`src/design/wsp_pkg.sv`:
```
// Shared types, codes and helpers of the wildcard star pattern matcher.
// No dependencies; every other design file imports this package.
package wsp_pkg;

	// field and register widths
	localparam int SYM_W        = 5;
	localparam int LETTER_W     = 5;
	localparam int LEN_W        = 5;
	localparam int CFG_W        = 60;
	localparam int REG_IDX_W    = 2;
	localparam int SYMS_PER_REG = CFG_W / SYM_W;
	localparam int PAT_SLOTS    = 2 * SYMS_PER_REG;

	// default pattern capacity
	localparam int MAX_PATTERN_DEF = 24;

	// configuration register indexes
	localparam logic [REG_IDX_W-1:0] REG_SYM_LOW  = 2'd0;
	localparam logic [REG_IDX_W-1:0] REG_SYM_HIGH = 2'd1;
	localparam logic [REG_IDX_W-1:0] REG_LEN      = 2'd2;

	// pattern symbol codes
	localparam logic [SYM_W-1:0] SYM_NUM_LETTERS = 5'd26;
	localparam logic [SYM_W-1:0] SYM_DOT         = 5'd26;
	localparam logic [SYM_W-1:0] SYM_STAR        = 5'd27;

	// request codes
	localparam logic REQ_START  = 1'b0;
	localparam logic REQ_APPEND = 1'b1;

	typedef logic [SYM_W-1:0] sym_t;

	// decoded pattern: symbols, and length already saturated to capacity
	typedef struct packed {
		sym_t [PAT_SLOTS-1:0] syms;
		logic [LEN_W-1:0]     len;
	} pat_cfg_t;

	// true when a single pattern symbol consumes the given text letter
	function automatic logic sym_takes(sym_t sym, logic [LETTER_W-1:0] letter);
		return (sym == SYM_DOT) || ((sym < SYM_NUM_LETTERS) && (sym == letter));
	endfunction

endpackage

```
`src/design/wsp_req_if.sv`:
```
// Request channel: valid/ready handshake carrying one request item.
// Depends on wsp_pkg for the letter width.
interface wsp_req_if;
	import wsp_pkg::*;

	logic                valid;
	logic                ready;
	logic                req_type;
	logic [LETTER_W-1:0] text_letter;

	modport source (output valid, output req_type, output text_letter, input ready);
	modport sink   (input valid, input req_type, input text_letter, output ready);
endinterface

```
`src/design/wsp_res_if.sv`:
```
// Result channel: valid/ready handshake carrying one match result item.
// Depends on wsp_pkg only through the shared import convention.
interface wsp_res_if;
	import wsp_pkg::*;

	logic valid;
	logic ready;
	logic whole_match;
	logic still_alive;

	modport source (output valid, output whole_match, output still_alive, input ready);
	modport sink   (input valid, input whole_match, input still_alive, output ready);
endinterface

```
`src/design/wsp_cfg_regs.sv`:
```
// Pattern configuration registers and their decode into a symbol array.
// Depends on wsp_pkg for widths, register indexes and pat_cfg_t.
module wsp_cfg_regs #(
	parameter int MAX_PATTERN = wsp_pkg::MAX_PATTERN_DEF
) (
	input  logic                             clk,
	input  logic                             arst_n,
	input  logic                             wr_en,
	input  logic [wsp_pkg::REG_IDX_W-1:0]    wr_index,
	input  logic [wsp_pkg::CFG_W-1:0]        wr_data,
	output wsp_pkg::pat_cfg_t                pat
);
	import wsp_pkg::*;

	logic [CFG_W-1:0] sym_low_q;
	logic [CFG_W-1:0] sym_high_q;
	logic [LEN_W-1:0] len_q;

	// take register writes
	always_ff @(posedge clk or negedge arst_n) begin
		if (!arst_n) begin
			sym_low_q  <= '0;
			sym_high_q <= '0;
			len_q      <= '0;
		end else if (wr_en) begin
			case (wr_index)
				REG_SYM_LOW:  sym_low_q  <= wr_data;
				REG_SYM_HIGH: sym_high_q <= wr_data;
				REG_LEN:      len_q      <= wr_data[LEN_W-1:0];
				default: ;
			endcase
		end
	end

	// unpack symbols, low register first
	for (genvar k = 0; k < SYMS_PER_REG; k++) begin : g_unpack
		assign pat.syms[k]                = sym_low_q[SYM_W*k +: SYM_W];
		assign pat.syms[k + SYMS_PER_REG] = sym_high_q[SYM_W*k +: SYM_W];
	end

	// clamp length to capacity
	assign pat.len = (len_q > LEN_W'(MAX_PATTERN)) ? LEN_W'(MAX_PATTERN) : len_q;

endmodule

```
`src/design/wsp_col_step.sv`:
```
// One column step of the dot/star matching table: new prefix bits from the
// old column, the request and the pattern. Depends on wsp_pkg.
module wsp_col_step #(
	parameter int MAX_PATTERN = wsp_pkg::MAX_PATTERN_DEF
) (
	input  wsp_pkg::pat_cfg_t                pat,
	input  logic                             req_type,
	input  logic [wsp_pkg::LETTER_W-1:0]     text_letter,
	input  logic [MAX_PATTERN:0]             old_col,
	output logic [MAX_PATTERN:0]             new_col,
	output logic                             whole_match,
	output logic                             still_alive
);
	import wsp_pkg::*;

	localparam int IDX_W = $clog2(MAX_PATTERN + 1);

	logic             append;
	logic [IDX_W-1:0] len_i;

	assign append = (req_type == REQ_APPEND);
	assign len_i  = pat.len[IDX_W-1:0];

	// a start request opens with the empty prefix matched
	assign new_col[0] = (req_type == REQ_START);

	// prefix bit i: star skips back two prefixes or repeats its symbol,
	// other symbols consume the letter from prefix i-1
	for (genvar i = 1; i <= MAX_PATTERN; i++) begin : g_bit
		logic in_use;
		logic is_star;
		logic bit_val;

		assign in_use  = (len_i >= IDX_W'(i));
		assign is_star = (pat.syms[i-1] == SYM_STAR);

		if (i >= 2) begin : g_star_ok
			logic star_bit;
			assign star_bit = new_col[i-2] |
				(append & sym_takes(pat.syms[i-2], text_letter) & old_col[i]);
			assign bit_val = is_star ? star_bit :
				(append & sym_takes(pat.syms[i-1], text_letter) & old_col[i-1]);
		end else begin : g_lead
			// leading star has nothing to repeat
			assign bit_val = !is_star &
				append & sym_takes(pat.syms[i-1], text_letter) & old_col[i-1];
		end

		assign new_col[i] = in_use & bit_val;
	end

	assign whole_match = new_col[len_i];
	assign still_alive = |new_col;

endmodule

```
`src/design/wildcard_star_pattern_matcher_unit.sv`:
```
// Wildcard star pattern matcher, top level.
// An item goes from the input stage to the result register, which drives valid.
// Throughput: one item per cycle when not stalled; the column update of one item
// is a single combinational pass between the input stage and the result register.
// Reset (asynchronous, active low): empty pipeline, pattern cleared, column = bit 0.
module wildcard_star_pattern_matcher_unit #(
	parameter int MAX_PATTERN = wsp_pkg::MAX_PATTERN_DEF
) (
	input  logic                             clk,
	input  logic                             arst_n,
	input  logic                             wr_en,
	input  logic [wsp_pkg::REG_IDX_W-1:0]    wr_index,
	input  logic [wsp_pkg::CFG_W-1:0]        wr_data,
	wsp_req_if.sink                          request,
	wsp_res_if.source                        result
);
	import wsp_pkg::*;

	pat_cfg_t            pat;
	logic                valid_s1;
	logic                req_type_s1;
	logic [LETTER_W-1:0] letter_s1;
	logic [MAX_PATTERN:0] column_q;
	logic [MAX_PATTERN:0] col_next;
	logic                whole_next;
	logic                alive_next;
	logic                res_valid_q;
	logic                whole_q;
	logic                alive_q;
	logic                advance;

	wsp_cfg_regs #(.MAX_PATTERN(MAX_PATTERN)) u_cfg (
		.clk      (clk),
		.arst_n   (arst_n),
		.wr_en    (wr_en),
		.wr_index (wr_index),
		.wr_data  (wr_data),
		.pat      (pat)
	);

	wsp_col_step #(.MAX_PATTERN(MAX_PATTERN)) u_step (
		.pat         (pat),
		.req_type    (req_type_s1),
		.text_letter (letter_s1),
		.old_col     (column_q),
		.new_col     (col_next),
		.whole_match (whole_next),
		.still_alive (alive_next)
	);

	// move the staged item into the result register when it is free
	assign advance       = valid_s1 && (!res_valid_q || result.ready);
	assign request.ready = !valid_s1 || advance;

	// input stage
	always_ff @(posedge clk or negedge arst_n) begin
		if (!arst_n) begin
			valid_s1 <= 1'b0;
		end else if (request.valid && request.ready) begin
			valid_s1 <= 1'b1;
		end else if (advance) begin
			valid_s1 <= 1'b0;
		end
	end

	always_ff @(posedge clk) begin
		if (request.valid && request.ready) begin
			req_type_s1 <= request.req_type;
			letter_s1   <= request.text_letter;
		end
	end

	// column state and result register
	always_ff @(posedge clk or negedge arst_n) begin
		if (!arst_n) begin
			res_valid_q <= 1'b0;
			column_q    <= (MAX_PATTERN+1)'(1);
		end else if (advance) begin
			res_valid_q <= 1'b1;
			column_q    <= col_next;
		end else if (result.ready) begin
			res_valid_q <= 1'b0;
		end
	end

	always_ff @(posedge clk) begin
		if (advance) begin
			whole_q <= whole_next;
			alive_q <= alive_next;
		end
	end

	assign result.valid       = res_valid_q;
	assign result.whole_match = whole_q;
	assign result.still_alive = alive_q;

	// a full input stage behind a stalled result holds off new items
	assert property (@(posedge clk) disable iff (!arst_n)
		(valid_s1 && res_valid_q && !result.ready) |-> !request.ready)
		else $error("request accepted while pipeline is stalled");

	// a start request leaves the empty prefix matched
	assert property (@(posedge clk) disable iff (!arst_n)
		(advance && (req_type_s1 == REQ_START)) |=> column_q[0])
		else $error("start request did not set prefix bit 0");

	// an appended letter always clears the empty prefix
	assert property (@(posedge clk) disable iff (!arst_n)
		(advance && (req_type_s1 == REQ_APPEND)) |=> !column_q[0])
		else $error("letter left prefix bit 0 set");

	// a whole match is also a live prefix
	assert property (@(posedge clk) disable iff (!arst_n)
		result.valid |-> (!result.whole_match || result.still_alive))
		else $error("whole match reported without a live prefix");

endmodule
```
`src/flat_wrapper.sv`:
```
// flat-port wrapper written by rule: the top's interface ports become plain ports
module wildcard_star_pattern_matcher_unit_flat import wsp_pkg::*;
#(
	parameter int MAX_PATTERN = wsp_pkg::MAX_PATTERN_DEF
)
  (clk, arst_n, wr_en, wr_index, wr_data, request_valid, request_req_type, request_text_letter, request_ready, result_valid, result_whole_match, result_still_alive, result_ready);
  wsp_req_if request_i ();
  wsp_res_if result_i ();
  input  logic clk;
  input  logic arst_n;
  input  logic wr_en;
  input  logic [wsp_pkg::REG_IDX_W-1:0] wr_index;
  input  logic [wsp_pkg::CFG_W-1:0] wr_data;
  input wire logic [$bits(request_i.valid)-1:0] request_valid;
  input wire logic [$bits(request_i.req_type)-1:0] request_req_type;
  input wire logic [$bits(request_i.text_letter)-1:0] request_text_letter;
  output wire logic [$bits(request_i.ready)-1:0] request_ready;
  output wire logic [$bits(result_i.valid)-1:0] result_valid;
  output wire logic [$bits(result_i.whole_match)-1:0] result_whole_match;
  output wire logic [$bits(result_i.still_alive)-1:0] result_still_alive;
  input wire logic [$bits(result_i.ready)-1:0] result_ready;
  assign request_i.valid = request_valid;
  assign request_i.req_type = request_req_type;
  assign request_i.text_letter = request_text_letter;
  assign request_ready = request_i.ready;
  assign result_valid = result_i.valid;
  assign result_whole_match = result_i.whole_match;
  assign result_still_alive = result_i.still_alive;
  assign result_i.ready = result_ready;
  wildcard_star_pattern_matcher_unit #(.MAX_PATTERN(MAX_PATTERN)) u_core (.clk(clk), .arst_n(arst_n), .wr_en(wr_en), .wr_index(wr_index), .wr_data(wr_data), .request(request_i), .result(result_i));
endmodule
```
`config.mk`:
```
export PLATFORM = sky130hd
export DESIGN_NAME = wildcard_star_pattern_matcher_unit_flat
export DESIGN_NICKNAME = d
export VERILOG_FILES = /design/src/design/wsp_pkg.sv /design/src/design/wsp_req_if.sv /design/src/design/wsp_res_if.sv /design/src/design/wsp_cfg_regs.sv /design/src/design/wsp_col_step.sv /design/src/design/wildcard_star_pattern_matcher_unit.sv /design/src/flat_wrapper.sv
export SDC_FILE = /design/constraint.sdc
export NUM_CORES = 1
export LEC_CHECK = 0
export BUFFER_PORTS_ARGS = -buffer_cell sky130_fd_sc_hd__buf_2
export CELL_PAD_IN_SITES_DETAIL_PLACEMENT = 0
export CELL_PAD_IN_SITES_GLOBAL_PLACEMENT = 2
export CORE_ASPECT_RATIO = 0.5
export CORE_UTILIZATION = 44
export CTS_BUF_LIST = sky130_fd_sc_hd__clkbuf_4 sky130_fd_sc_hd__clkbuf_8
export DETAILED_ROUTE_END_ITERATION = 16
export PLACE_DENSITY = 0.94
export SLEW_MARGIN = 20
export SYNTH_ARGS = -nofsm -noshare
export SYNTH_HDL_FRONTEND = slang
export SYNTH_SLANG_ARGS = --single-unit
export TNS_END_PERCENT = 50
```
`constraint.sdc`:
```
create_clock -name clk -period 8.55 [get_ports clk]
set_clock_uncertainty 0.1 [all_clocks]
set_input_delay 2.1375 -clock clk [delete_from_list [all_inputs] [get_ports clk]]
set_output_delay 2.1375 -clock clk [all_outputs]
set_load 0.1 [all_outputs]
```
# [Word level (Yosys, flattened, before mapping)]
# Index checks and enable logic that the tools add are counted.
[word_totals] ff_bits=160 input_bits=73 elab_cells=347
[op_classes] n_lt_le_gt_ge=50 n_eq_ne=74 mux=30 bitwise_logic=121 n_reduce_logical=62
[ops] operator="$eq A5 B5 Y1 const B" n=48
[ops] operator="$eq A5 B5 Y1" n=24
[ops] operator="$lt A5 B5 Y1 const B" n=24
[ops] operator="$and A1 B1 Y1" n=97
[ops] operator="$ge A5 B5 Y1 const B" n=9
[ops] operator="$ge A5 B4 Y1 const B" n=8
[ops] operator="$mux W1" n=28
[ops] operator="$logic_and A1 B1 Y1" n=26
[ops] operator="$logic_or A1 B1 Y1" n=26
[ops] operator="$reduce_or A25 Y1" n=1
[ops] operator="$or A1 B1 Y1" n=23
[ops] operator="$ge A5 B3 Y1 const B" n=4
[ops] operator="$ge A5 B2 Y1 const B" n=2
[ops] operator="$lt A5 B6 Y1 const B" n=1
[ops] operator="$reduce_and A2 Y1" n=3
[ops] operator="$bmux W1 S5" n=1
[ops] operator="$ge A5 B1 Y1 const B" n=1
[ops] operator="$gt A5 B5 Y1 const B" n=1
[ops] operator="$mux W5" n=1
[ops] operator="$reduce_bool A2 Y1" n=2
[ops] operator="$logic_not A1 Y1" n=3
[ops] operator="$eq A2 B1 Y1 const B" n=1
[ops] operator="$eq A2 B2 Y1 const B" n=1
[ops] operator="$logic_not A2 Y1" n=1
[ops] operator="$not A1 Y1" n=1

# [Longest topological paths before layout]
# Gate-level depths: netlist of the first run.
[depth] word_depth=43 ltp_mapped=13 depth_no_buf=10

# [By module]
# From an unflattened synthesis of the first run, not the netlist that was laid out.
[hier_totals] hier_cells=944 hier_area_um2=10027.1
[modules_own_cells] mod="wsp_cfg_regs" n_inst=1 cells_each=271 area_per_inst_um2=4738.3 seq_area_each_um2=3128.0
[modules_own_cells] mod="wsp_col_step" n_inst=1 cells_each=604 area_per_inst_um2=3941.3 seq_area_each_um2=0.0
[modules_own_cells] mod="wildcard_star_pattern_matcher_unit" n_inst=1 cells_each=69 area_per_inst_um2=1347.5 seq_area_each_um2=917.1

# [Worst setup path before layout of the first run]
# No wires, ideal clock.
[synth_path] kind="in2out" start="in result_ready" end="out request_ready" t_arrival_ns=2.960 slack_ns=3.353 path_stages=1 n_path_buf=0 path_cell_list="nand3b_1"
[synth_between] elab_chain_len=3
[synth_rtl] element="start: declaration" line_no="flat_wrapper.sv:21" source="input wire logic [$bits(result_i.ready)-1:0] result_ready;"
[synth_rtl] element="$logic_or A1 B1 Y1" line_no="wildcard_star_pattern_matcher_unit.sv:52" source="assign advance = valid_s1 && (!res_valid_q || result.ready);"
[synth_rtl] element="$logic_and A1 B1 Y1" line_no="wildcard_star_pattern_matcher_unit.sv:52"
[synth_rtl] element="$logic_or A1 B1 Y1" line_no="wildcard_star_pattern_matcher_unit.sv:53" source="assign request.ready = !valid_s1 || advance;"
[synth_rtl] element="end: declaration" line_no="flat_wrapper.sv:17" source="output wire logic [$bits(request_i.ready)-1:0] request_ready;"
# No other way between the ends.

# [Final worst setup path of the first run]
# Ends and elaborated chain as after synthesis.

==> flow_summary.json, run 1 <==
{
  "hpwl_mm": 20.3,
  "die_x_um": 212,
  "drtIter0Drc": 686,
  "clock-sinks": 160,
  "clk_pin_slew_worst_paths_ns": 0.09,
  "start_kind": "primary input",
  "vias_per_cell": 6.03,
  "yosysWarnings": 0,
  "run_status": "completed",
  "fin_hold_ws_ns": 0.387,
  "synth_edf_count": 8,
  "drc": 0,
  "io_pins": 77,
  "drv_slew": 0,
  "rows": 38,
  "finalHoldViolCount": 0,
  "grt_pass1_wl_mm": 45.0,
  "antenna_left": 0,
  "rsz0062_at_grt": "false",
  "cts_max_path_buffers": 2,
  "start_util_pct": 44.8,
  "peakVddDrop_v": 0.000106,
  "dr.pass1.iters": 5,
  "setup_ws_ns": 3.52,
  "r2r_setup_slack_ns": 3.82,
  "syn2layout_area_growth_pct": 10.0,
  "core_um2": 21700,
  "min_from": "u_core.column_q[6]",
  "totalPowerFinal_mw": 2.13,
  "dpl.cell_count": 1268,
  "port_buffers": 76,
  "cpMostUsedCell": "buf_2",
  "max-cap-violations": 0,
  "worst_pin_slew_ns": 0.891,
  "fin_cells": 1301,
  "post-cts-setup-buffers": 0,
  "cts-resized-gates": 0,
  "synth_area_leaders": "dfrtp_1 39%, mux2_2 15%, nand2_1 3.7%",
  "grt_max_degree": 79,
  "yosysSeqAreaShare_pct": 41.6,
  "min_period_ns": 5.03,
  "path_max_fanout": 3,
  "gr-total-overflow": 0,
  "synth_flop_cell": "dfrtp_1",
  "place_congestion": 0.964,
  "fmax_mhz": 199,
  "p_leak_nw": 4.30,
  "synth_top_area_share_pct": 38.9,
  "rr_startpoint": "u_core.letter_s1[3]",
  "vias": 7848,
  "numCtsBuffers": 17,
  "die_h_um": 107,
  "final_cell_area_um2": 10700,
  "max_slew_margin_pct": 40.6,
  "diodes": 0,
  "min_to": "u_core.column_q[6]",
  "wl_per_cell_um": 22.2,
  "cp_slowest_cell": "buf_2",
  "wirelength_mm": 28.9,
  "synth_cells": 930,
  "htreeDepth": 4,
  "hold_class": "reg -> reg",
  "pre_cts_ws_ns": 3.52,
  "layout.nets": 1061,
  "end_kind": "output port",
  "ys_ff_latch": 160,
  "synthesis.area_um2": 9720,
  "cp.required_ns": 6.31,
  "fin_util_pct": 49.3,
  "max_stage_delay_ns": 0.44,
  "grt_pass1_vias": 7654,
  "p_per_area_nw_per_um2": 199,
  "arrival_ns": 2.79,
  "hold_buffers": 0,
  "drive_above_1_share_pct": 28.7,
  "antenna_found_initial": 0,
  "cts_tree": "done",
  "finalCritPeriodShare_pct": 58.8,
  "clk_root_buffer_cell": "clkbuf_8",
  "die-area_um2": 22700,
  "r2r-end": "u_core.result.still_alive",
  "place_area_um2": 10300,
  "hold_path_depth": 2,
  "setup_tns_ns": 0,
  "grt_usage_pct": 26.5,
  "yosysTopAreaCell": "dfrtp_1",
  "worstPathCellList": "buf_2 > nand3b_1 > buf_2",
  "clock_latency_ns": 0.48,
  "async_reset_ff_share_pct": 95.0,
  "r2r_cells": 11,
  "setup_violations": 0,
  "syn-num-nets": 1003,
  "avgSynthCellArea_um2": 10.5,
  "synth_cell_types": 89,
  "crit_type": "in -> out"
}
[metal layers]
metal | vias to the layer above | GRT usage (%) | wire length [um]
li1 | 3577 | - | -
met1 | 3997 | 40.5 | 14400
met2 | 254 | 37.0 | 12100
met5 | - | 0 | 0
met4 | 0 | 5.96 | 249
met3 | 20 | 6.71 | 2110
[power breakdown]
| group | leakage, nW | switching (mW) | internal (mW) |
|---|---|---|---|
| Combinational | 2.18 | 0.272 | 0.246 |
| Clock | 0.197 | 0.328 | 0.244 |
| Sequential | 1.92 | 0.155 | 0.881 |
[cells in the final DEF (no fill, tap or decap), types with 10 or more instances in the layout]
cell type,count
a21boi_0,24
a31oi_1,10
clkbuf_8,17
xor2_1,38
nor2_1,29
and4b_1,13
dfrtp_1,151
xnor2_1,35
and2_1,13
buf_4,11
nand3_1,11
inv_1,22
o21ai_0,35
a221oi_1,20
nand4b_1,10
a21oi_1,37
nor2b_1,10
mux2_2,132
nand2b_1,11
buf_2,75
nand2_1,97
[worst max-delay path by stage]
stage                   startpoint                        end  slack [ns]  cells past startpoint
2_1_floorplan         result_ready              request_ready        3.35                      1
3_3_place_gp          result_ready              request_ready        3.54                      3
3_5_place_dp          result_ready              request_ready        3.52                      3
4_1_cts               result_ready              request_ready        3.52                      3
5_1_grt        u_core.letter_s1[3]  u_core.result.whole_match        3.49                     10
6_report              result_ready              request_ready        3.52                      3
[area by class of cell]
| class | instances | area, um^2 |
|---|---|---|
| inverter | 25 | 93.8 |
| sequential | 160 | 4050 |
| tap | 300 | 375 |
| clock buffer | 18 | 241 |
| timing repair buffer | 88 | 497 |
| multi-input combinational | 696 | 5300 |
| clock inverter | 14 | 144 |
| fill | 2027 | 11000 |
[flip-flops by register name, summed over array words and instances (netlist names)]
name and count:
u_core.result.still_alive 1, u_core.letter_s1 5, u_core.req_type_s1 1, u_core.u_cfg.len_q 5, u_core.result.valid 1, u_core.valid_s1 1, u_core.result.whole_match 1, u_core.column_q 25
u_core.u_cfg.sym_low_q 60, u_core.u_cfg.sym_high_q 60
[synth_stat cells, types with 5 or more instances]
cell type    n
a31oi_1     10
xnor2_1     35
o21a_1       7
o2111ai_1    5
nor2_1      29
or2_2        5
nand4_1      8
nand2_1     97
o21ai_0     35
nor3_1       5
and4b_1     13
nor4_1       5
clkbuf_1    20
nand3b_1     5
a221o_1      7
o31ai_1      6
buf_1        8
a221oi_1    20
edfxtp_1     8
nand4b_1    10
o22a_1       8
inv_1       22
nor3b_1      6
dfrtp_1    151
buf_4        5
buf_2        6
mux2_2     132
nor2b_1     10
and2_1      13
o211ai_1     7
a21o_1       6
nand2b_1    11
nand3_1     11
xor2_1      38
o22ai_1      6
a21oi_1     37
a41oi_1      5
a21boi_0    24
buf_6        9
a211oi_1     6
[worst max-delay path: cells and delay by family]
kind          cells  cell delay, ns
buf+inv           2            0.52
simple gates      1            0.13
[cells by family after synthesis]
family / count (synthesis) / share of synthesized area (%)
AO/OA/AOI/OAI: 245 / 18.8
XOR/XNOR: 73 / 6.58
buffers and inverters: 74 / 3.94
flip-flops: 160 / 41.6
multiplexers: 133 / 15.4
AND/OR/NAND/NOR: 245 / 13.7
Power figures use the tool's default switching activity.
==> run 2, diff against run 1 <==
- CORE_UTILIZATION: 44 -> 37
- PLACE_DENSITY: 0.94 -> 0.85
- clock period: 8.55 -> 4.3 ns (I/O delays scaled with it)
==> flow_summary.json, run 2 (synthesis gave the netlist of run 1 again) <==
{
  "run_status": "completed",
  "vias_per_cell": 5.89,
  "arrival_ns": 4.20,
  "fin_hold_ws_ns": 0.386,
  "wl_per_cell_um": 22.1,
  "die-area_um2": 27000,
  "clock-sinks": 160,
  "path_max_fanout": 17,
  "core_um2": 25500,
  "r2r_setup_slack_ns": 0.23,
  "pwr-share-clk_pct": 26.5,
  "clk_pin_slew_worst_paths_ns": 0.09,
  "r2r_cells": 11,
  "rr_startpoint": "u_core.letter_s1[4]",
  "start_util_pct": 38.1,
  "hpwl_mm": 22.6,
  "end_kind": "register",
  "dr.pass1.iters": 5,
  "finalHoldViolCount": 0,
  "grt_usage_pct": 23.1,
  "gr-total-overflow": 0,
  "clk_root_buffer_cell": "clkbuf_8",
  "place_area_um2": 10500,
  "htreeDepth": 4,
  "crit_type": "reg -> reg",
  "hold_buffers": 0,
  "grt_pass1_vias": 7704,
  "cp.required_ns": 4.43,
  "rows": 41,
  "die_h_um": 117,
  "p_per_area_nw_per_um2": 393,
  "hold_class": "reg -> reg",
  "hold_path_depth": 2,
  "layout.nets": 1085,
  "reg.largest.list": "u_core.u_cfg.sym_high_q: 60 flops, u_core.u_cfg.sym_low_q: 60 flops, u_core.column_q: 25 flops",
  "drtIter0Drc": 716,
  "drv_slew": 0,
  "worst_pin_slew_ns": 0.860,
  "cp-startpoint": "u_core.letter_s1[4]",
  "pwr-share-seq_pct": 47.9,
  "peakVddDrop_v": 0.000172,
  "die_x_um": 231,
  "vias": 8059,
  "grt_pass1_wl_mm": 46.4,
  "place_congestion": 0.971,
  "cellInternalPower_mw": 2.80,
  "drive_above_1_share_pct": 30.4,
  "min_from": "u_core.column_q[5]",
  "setup_tns_ns": 0,
  "antenna_left": 0,
  "syn2layout_area_growth_pct": 12.5,
  "cts_tree": "done",
  "fmax_mhz": 246,
  "p_sw_mw": 1.50,
  "final_cell_area_um2": 10900,
  "port_buffers": 76,
  "setup_violations": 0,
  "numCtsBuffers": 17,
  "p_sw_share_pct": 34.9,
  "diodes": 0,
  "io_pins": 77,
  "min_period_ns": 4.07,
  "grt_max_degree": 70,
  "start_kind": "register",
  "cts_max_path_buffers": 2,
  "p_comb_share_pct": 25.6,
  "max-cap-violations": 0,
  "finalCritPeriodShare_pct": 94.6,
  "max_slew_margin_pct": 42.1,
  "p_leak_nw": 4.40,
  "wirelength_mm": 30.3,
  "rsz0062_at_grt": "false",
  "antenna_found_initial": 0,
  "r2r-end": "u_core.result.still_alive",
  "final_common_cell": "dfrtp_1",
  "drc": 0,
  "clock_latency_ns": 0.49,
  "min_to": "u_core.column_q[5]",
  "layout_common_cells": "151 x dfrtp_1, 132 x mux2_2, 97 x nand2_1"
}
## run 2: cell count changes in the layout (fill, tap and decap cells not counted), sizes merged
cell,delta
bufinv,+1
clkbuf,+1
buf,+24
clkinvlp,+4
inv,-7
## run 2: how the worst max path moves through the flow
stage / endpoint / slack, ns / cells past startpoint
6_report: u_core.result.still_alive / 0.23 / 11
5_1_grt: u_core.result.still_alive / 0.06 / 11
4_1_cts: u_core.result.still_alive / 0.22 / 10
3_5_place_dp: u_core.result.still_alive / 0.24 / 11
3_3_place_gp: u_core.result.still_alive / 0.22 / 10
2_1_floorplan: u_core.result.still_alive / 1.13 / 13
## run 2: timing repair
item / 4_1_cts / 5_1_grt
endpoints found under the setup margin: 0 / 1
setup buffers: 0 / 2
resized for setup: 0 / 1
## run 2: layout make-up
type                    instances  area, um^2
well taps                     344         430
repair buffers                112         682
clock buffers                  19         249
multi-input cells             696        5300
clock inverters                12         135
fillers                      2441       14600
flip-flops and latches        160        4050
inverters                      25        97.6
## run 2: stage by stage
step	std cells	setup WS [ns]	total power, mW	util (%)
after floorplan	930	1.13	2.76	-
after global placement	1335	0.220	3.13	41.3
after detailed placement	1335	0.239	3.16	41.3
after CTS	1366	0.219	4.30	42.8
after global routing	1368	0.0585	4.51	42.9
final	1368	0.230	4.30	42.9
## run 2: routing by layer
| layer | GRT usage (%) | vias up | part of all wire (%) |
|---|---|---|---|
| met1 | 35.0 | 4046 | 48 |
| met2 | 31.5 | 339 | 40 |
| li1 | - | 3644 | - |
| met3 | 6.91 | 30 | 10 |
| met4 | 5.56 | 0 | 1.1 |
| met5 | 0 | - | 0 |
## run 2: worst max-delay path, stage by stage (launching register included)
cell      delay, ns
edfxtp_1       0.44
inv_2          0.39
buf_4          0.30
a22oi_1        0.12
a41oi_2        0.26
o221a_2        0.23
o22a_2         0.27
a21boi_0       0.16
nor3b_1        0.39
nand3_1        0.12
or4_1          0.53
or4_1          0.51
## run 2: power groups by stage
stage	Sequential (mW)	Combinational [mW]	Clock, mW
floorplan	1.98	0.776	0
global placement	2.07	1.06	0
detailed placement	2.08	1.08	0
CTS	2.05	1.08	1.16
global route	2.09	1.19	1.22
finish	2.06	1.10	1.14
==> run 3, diff against run 2 <==
- CORE_UTILIZATION: 37 -> 41
- GPL_TIMING_DRIVEN: unset -> 0
- PLACE_DENSITY: 0.85 -> 0.89
- clock period: 4.3 -> 4.2 ns (I/O delays scaled with it)
==> flow_summary.json, run 3 (synthesis gave the netlist of run 1 again) <==
{
  "crit_type": "reg -> reg",
  "pwr-share-seq_pct": 45.7,
  "wl_per_cell_um": 25.0,
  "syn2layout_area_growth_pct": 13.5,
  "hold_path_depth": 2,
  "place_congestion": 1.01,
  "p_comb_share_pct": 26.4,
  "grt_pass1_vias": 8014,
  "htreeDepth": 4,
  "fin_util_pct": 47.9,
  "fmax_mhz": 242,
  "arrival_ns": 4.25,
  "drv_slew": 0,
  "die_x_um": 220,
  "run_status": "completed",
  "die_h_um": 111,
  "reg.largest.list": "u_core.u_cfg.sym_high_q: 60 flops, u_core.u_cfg.sym_low_q: 60 flops, u_core.column_q: 25 flops",
  "p_sw_share_pct": 35.3,
  "vias": 8145,
  "io_pins": 77,
  "clk_pin_slew_worst_paths_ns": 0.09,
  "hpwl_mm": 25.5,
  "cellInternalPower_mw": 2.94,
  "p_leak_nw": 4.43,
  "setup_violations": 0,
  "max_slew_margin_pct": 32.2,
  "clk_root_buffer_cell": "clkbuf_8",
  "grt_usage_pct": 28.6,
  "finalHoldViolCount": 0,
  "grt_pass1_wl_mm": 50.5,
  "layout_common_cells": "151 x dfrtp_1, 132 x mux2_2, 97 x nand2_1",
  "rows": 39,
  "vias_per_cell": 6.05,
  "start_kind": "register",
  "drc": 0,
  "finalCritPeriodShare_pct": 98.5,
  "hold_class": "reg -> reg",
  "layout.nets": 1100,
  "pwr-share-clk_pct": 27.9,
  "wirelength_mm": 33.7,
  "antenna_left": 0,
  "gr-total-overflow": 0,
  "core_um2": 23000,
  "diodes": 0,
  "drive_above_1_share_pct": 29.5,
  "totalPowerFinal_mw": 4.54,
  "start_util_pct": 42.2,
  "final_cell_area_um2": 11000,
  "place_area_um2": 10500,
  "clock-sinks": 160,
  "r2r_cells": 11,
  "drtIter0Drc": 696,
  "dr.pass1.iters": 5,
  "fin_cells": 1346,
  "port_buffers": 76,
  "p_sw_mw": 1.60,
  "clock_latency_ns": 0.48,
  "dpl.cell_count": 1314,
  "path_max_fanout": 10,
  "cp.required_ns": 4.32,
  "setup_tns_ns": 0,
  "antenna_found_initial": 2,
  "min_period_ns": 4.14,
  "hold_buffers": 0,
  "max-cap-violations": 0,
  "die-area_um2": 24400,
  "grt_max_degree": 79,
  "peakVddDrop_v": 0.000217,
  "numCtsBuffers": 17,
  "cts_max_path_buffers": 2,
  "end_kind": "register",
  "final_common_cell": "dfrtp_1",
  "cts_tree": "done",
  "p_per_area_nw_per_um2": 412,
  "worst_pin_slew_ns": 1.01,
  "nFillCells": 2174
}
run 3: changes by cell type in the layout (fill, tap and decap cells not counted), moves of 6 or more:
| cell | before | now |
|---|---|---|
| buf_4 | 34 | 5 |
| clkbuf_1 | 0 | 19 |
| buf_6 | 1 | 9 |
| buf_1 | 0 | 6 |
| buf_2 | 75 | 81 |
run 3: critical path, cell delays in order (launching register included):
cell	delay, ns
edfxtp_1	0.55
inv_2	0.17
buf_2	0.31
a221oi_1	0.17
a31oi_1	0.56
a221oi_1	0.18
nor3_2	0.28
a211oi_4	0.11
o21ai_1	0.30
nand4_1	0.13
or4_1	0.46
or4_1	0.54
run 3: path summary, 6_finish.rpt:
| kind | start | to | slack (ns) |
|---|---|---|---|
| max | u_core.letter_s1[4] | u_core.result.still_alive | 0.06 |
| min | u_core.column_q[14] | u_core.column_q[14] | 0.38 |
| max reg2reg | u_core.letter_s1[4] | u_core.result.still_alive | 0.06 |
| min reg2reg | u_core.column_q[14] | u_core.column_q[14] | 0.38 |
| max in group asynchronous | arst_n | u_core.column_q[0] | 2.70 |
| min in group asynchronous | arst_n | u_core.u_cfg.sym_high_q[39] | 0.45 |
run 3: cell type report:
cell class                 count  area [um^2]  area share (%)
multi-input combinational    696         5350            48.5
sequential                   160         4050            36.7
timing repair buffer          78          438            3.97
tap                          307          384            3.48
buffer                        49          295            2.68
clock buffer                  18          248            2.25
clock inverter                13          176            1.60
inverter                      25         97.6           0.884
run 3: through the flow:
stage | setup slack [ns] | hold WS (ns)
global route | -0.0245 | 0.418
detailed placement | -0.123 | 0.363
CTS | 0.0122 | 0.383
finish | 0.0630 | 0.378
floorplan | 1.03 | 0.342
global placement | -0.347 | 0.360
run 3: what timing repair did:
item                                    in CTS  in global routing
gates resized for setup                      3                  9
setup buffers                                0                  1
pin swaps                                    0                  2
endpoints found under the setup margin       1                  3
run 3: power groups by stage:
| stage | combinational (mW) | clock, mW | sequential [mW] |
|---|---|---|---|
| 6_report | 1.20 | 1.27 | 2.08 |
| 5_1_grt | 1.29 | 1.35 | 2.11 |
| 4_1_cts | 1.16 | 1.29 | 2.07 |
| 3_5_place_dp | 1.16 | 0 | 2.09 |
| 3_3_place_gp | 1.13 | 0 | 2.08 |
| 2_1_floorplan | 0.795 | 0 | 2.03 |
run 3: layer usage:
metal / track usage [%] / part of all wire [%] / vias to the layer above
met4: 6.48 / 1.3 / 0
met1: 41.0 / 47 / 4149
met3: 11.9 / 11 / 32
li1: - / - / 3661
met5: 0 / 0 / -
met2: 39.5 / 41 / 303
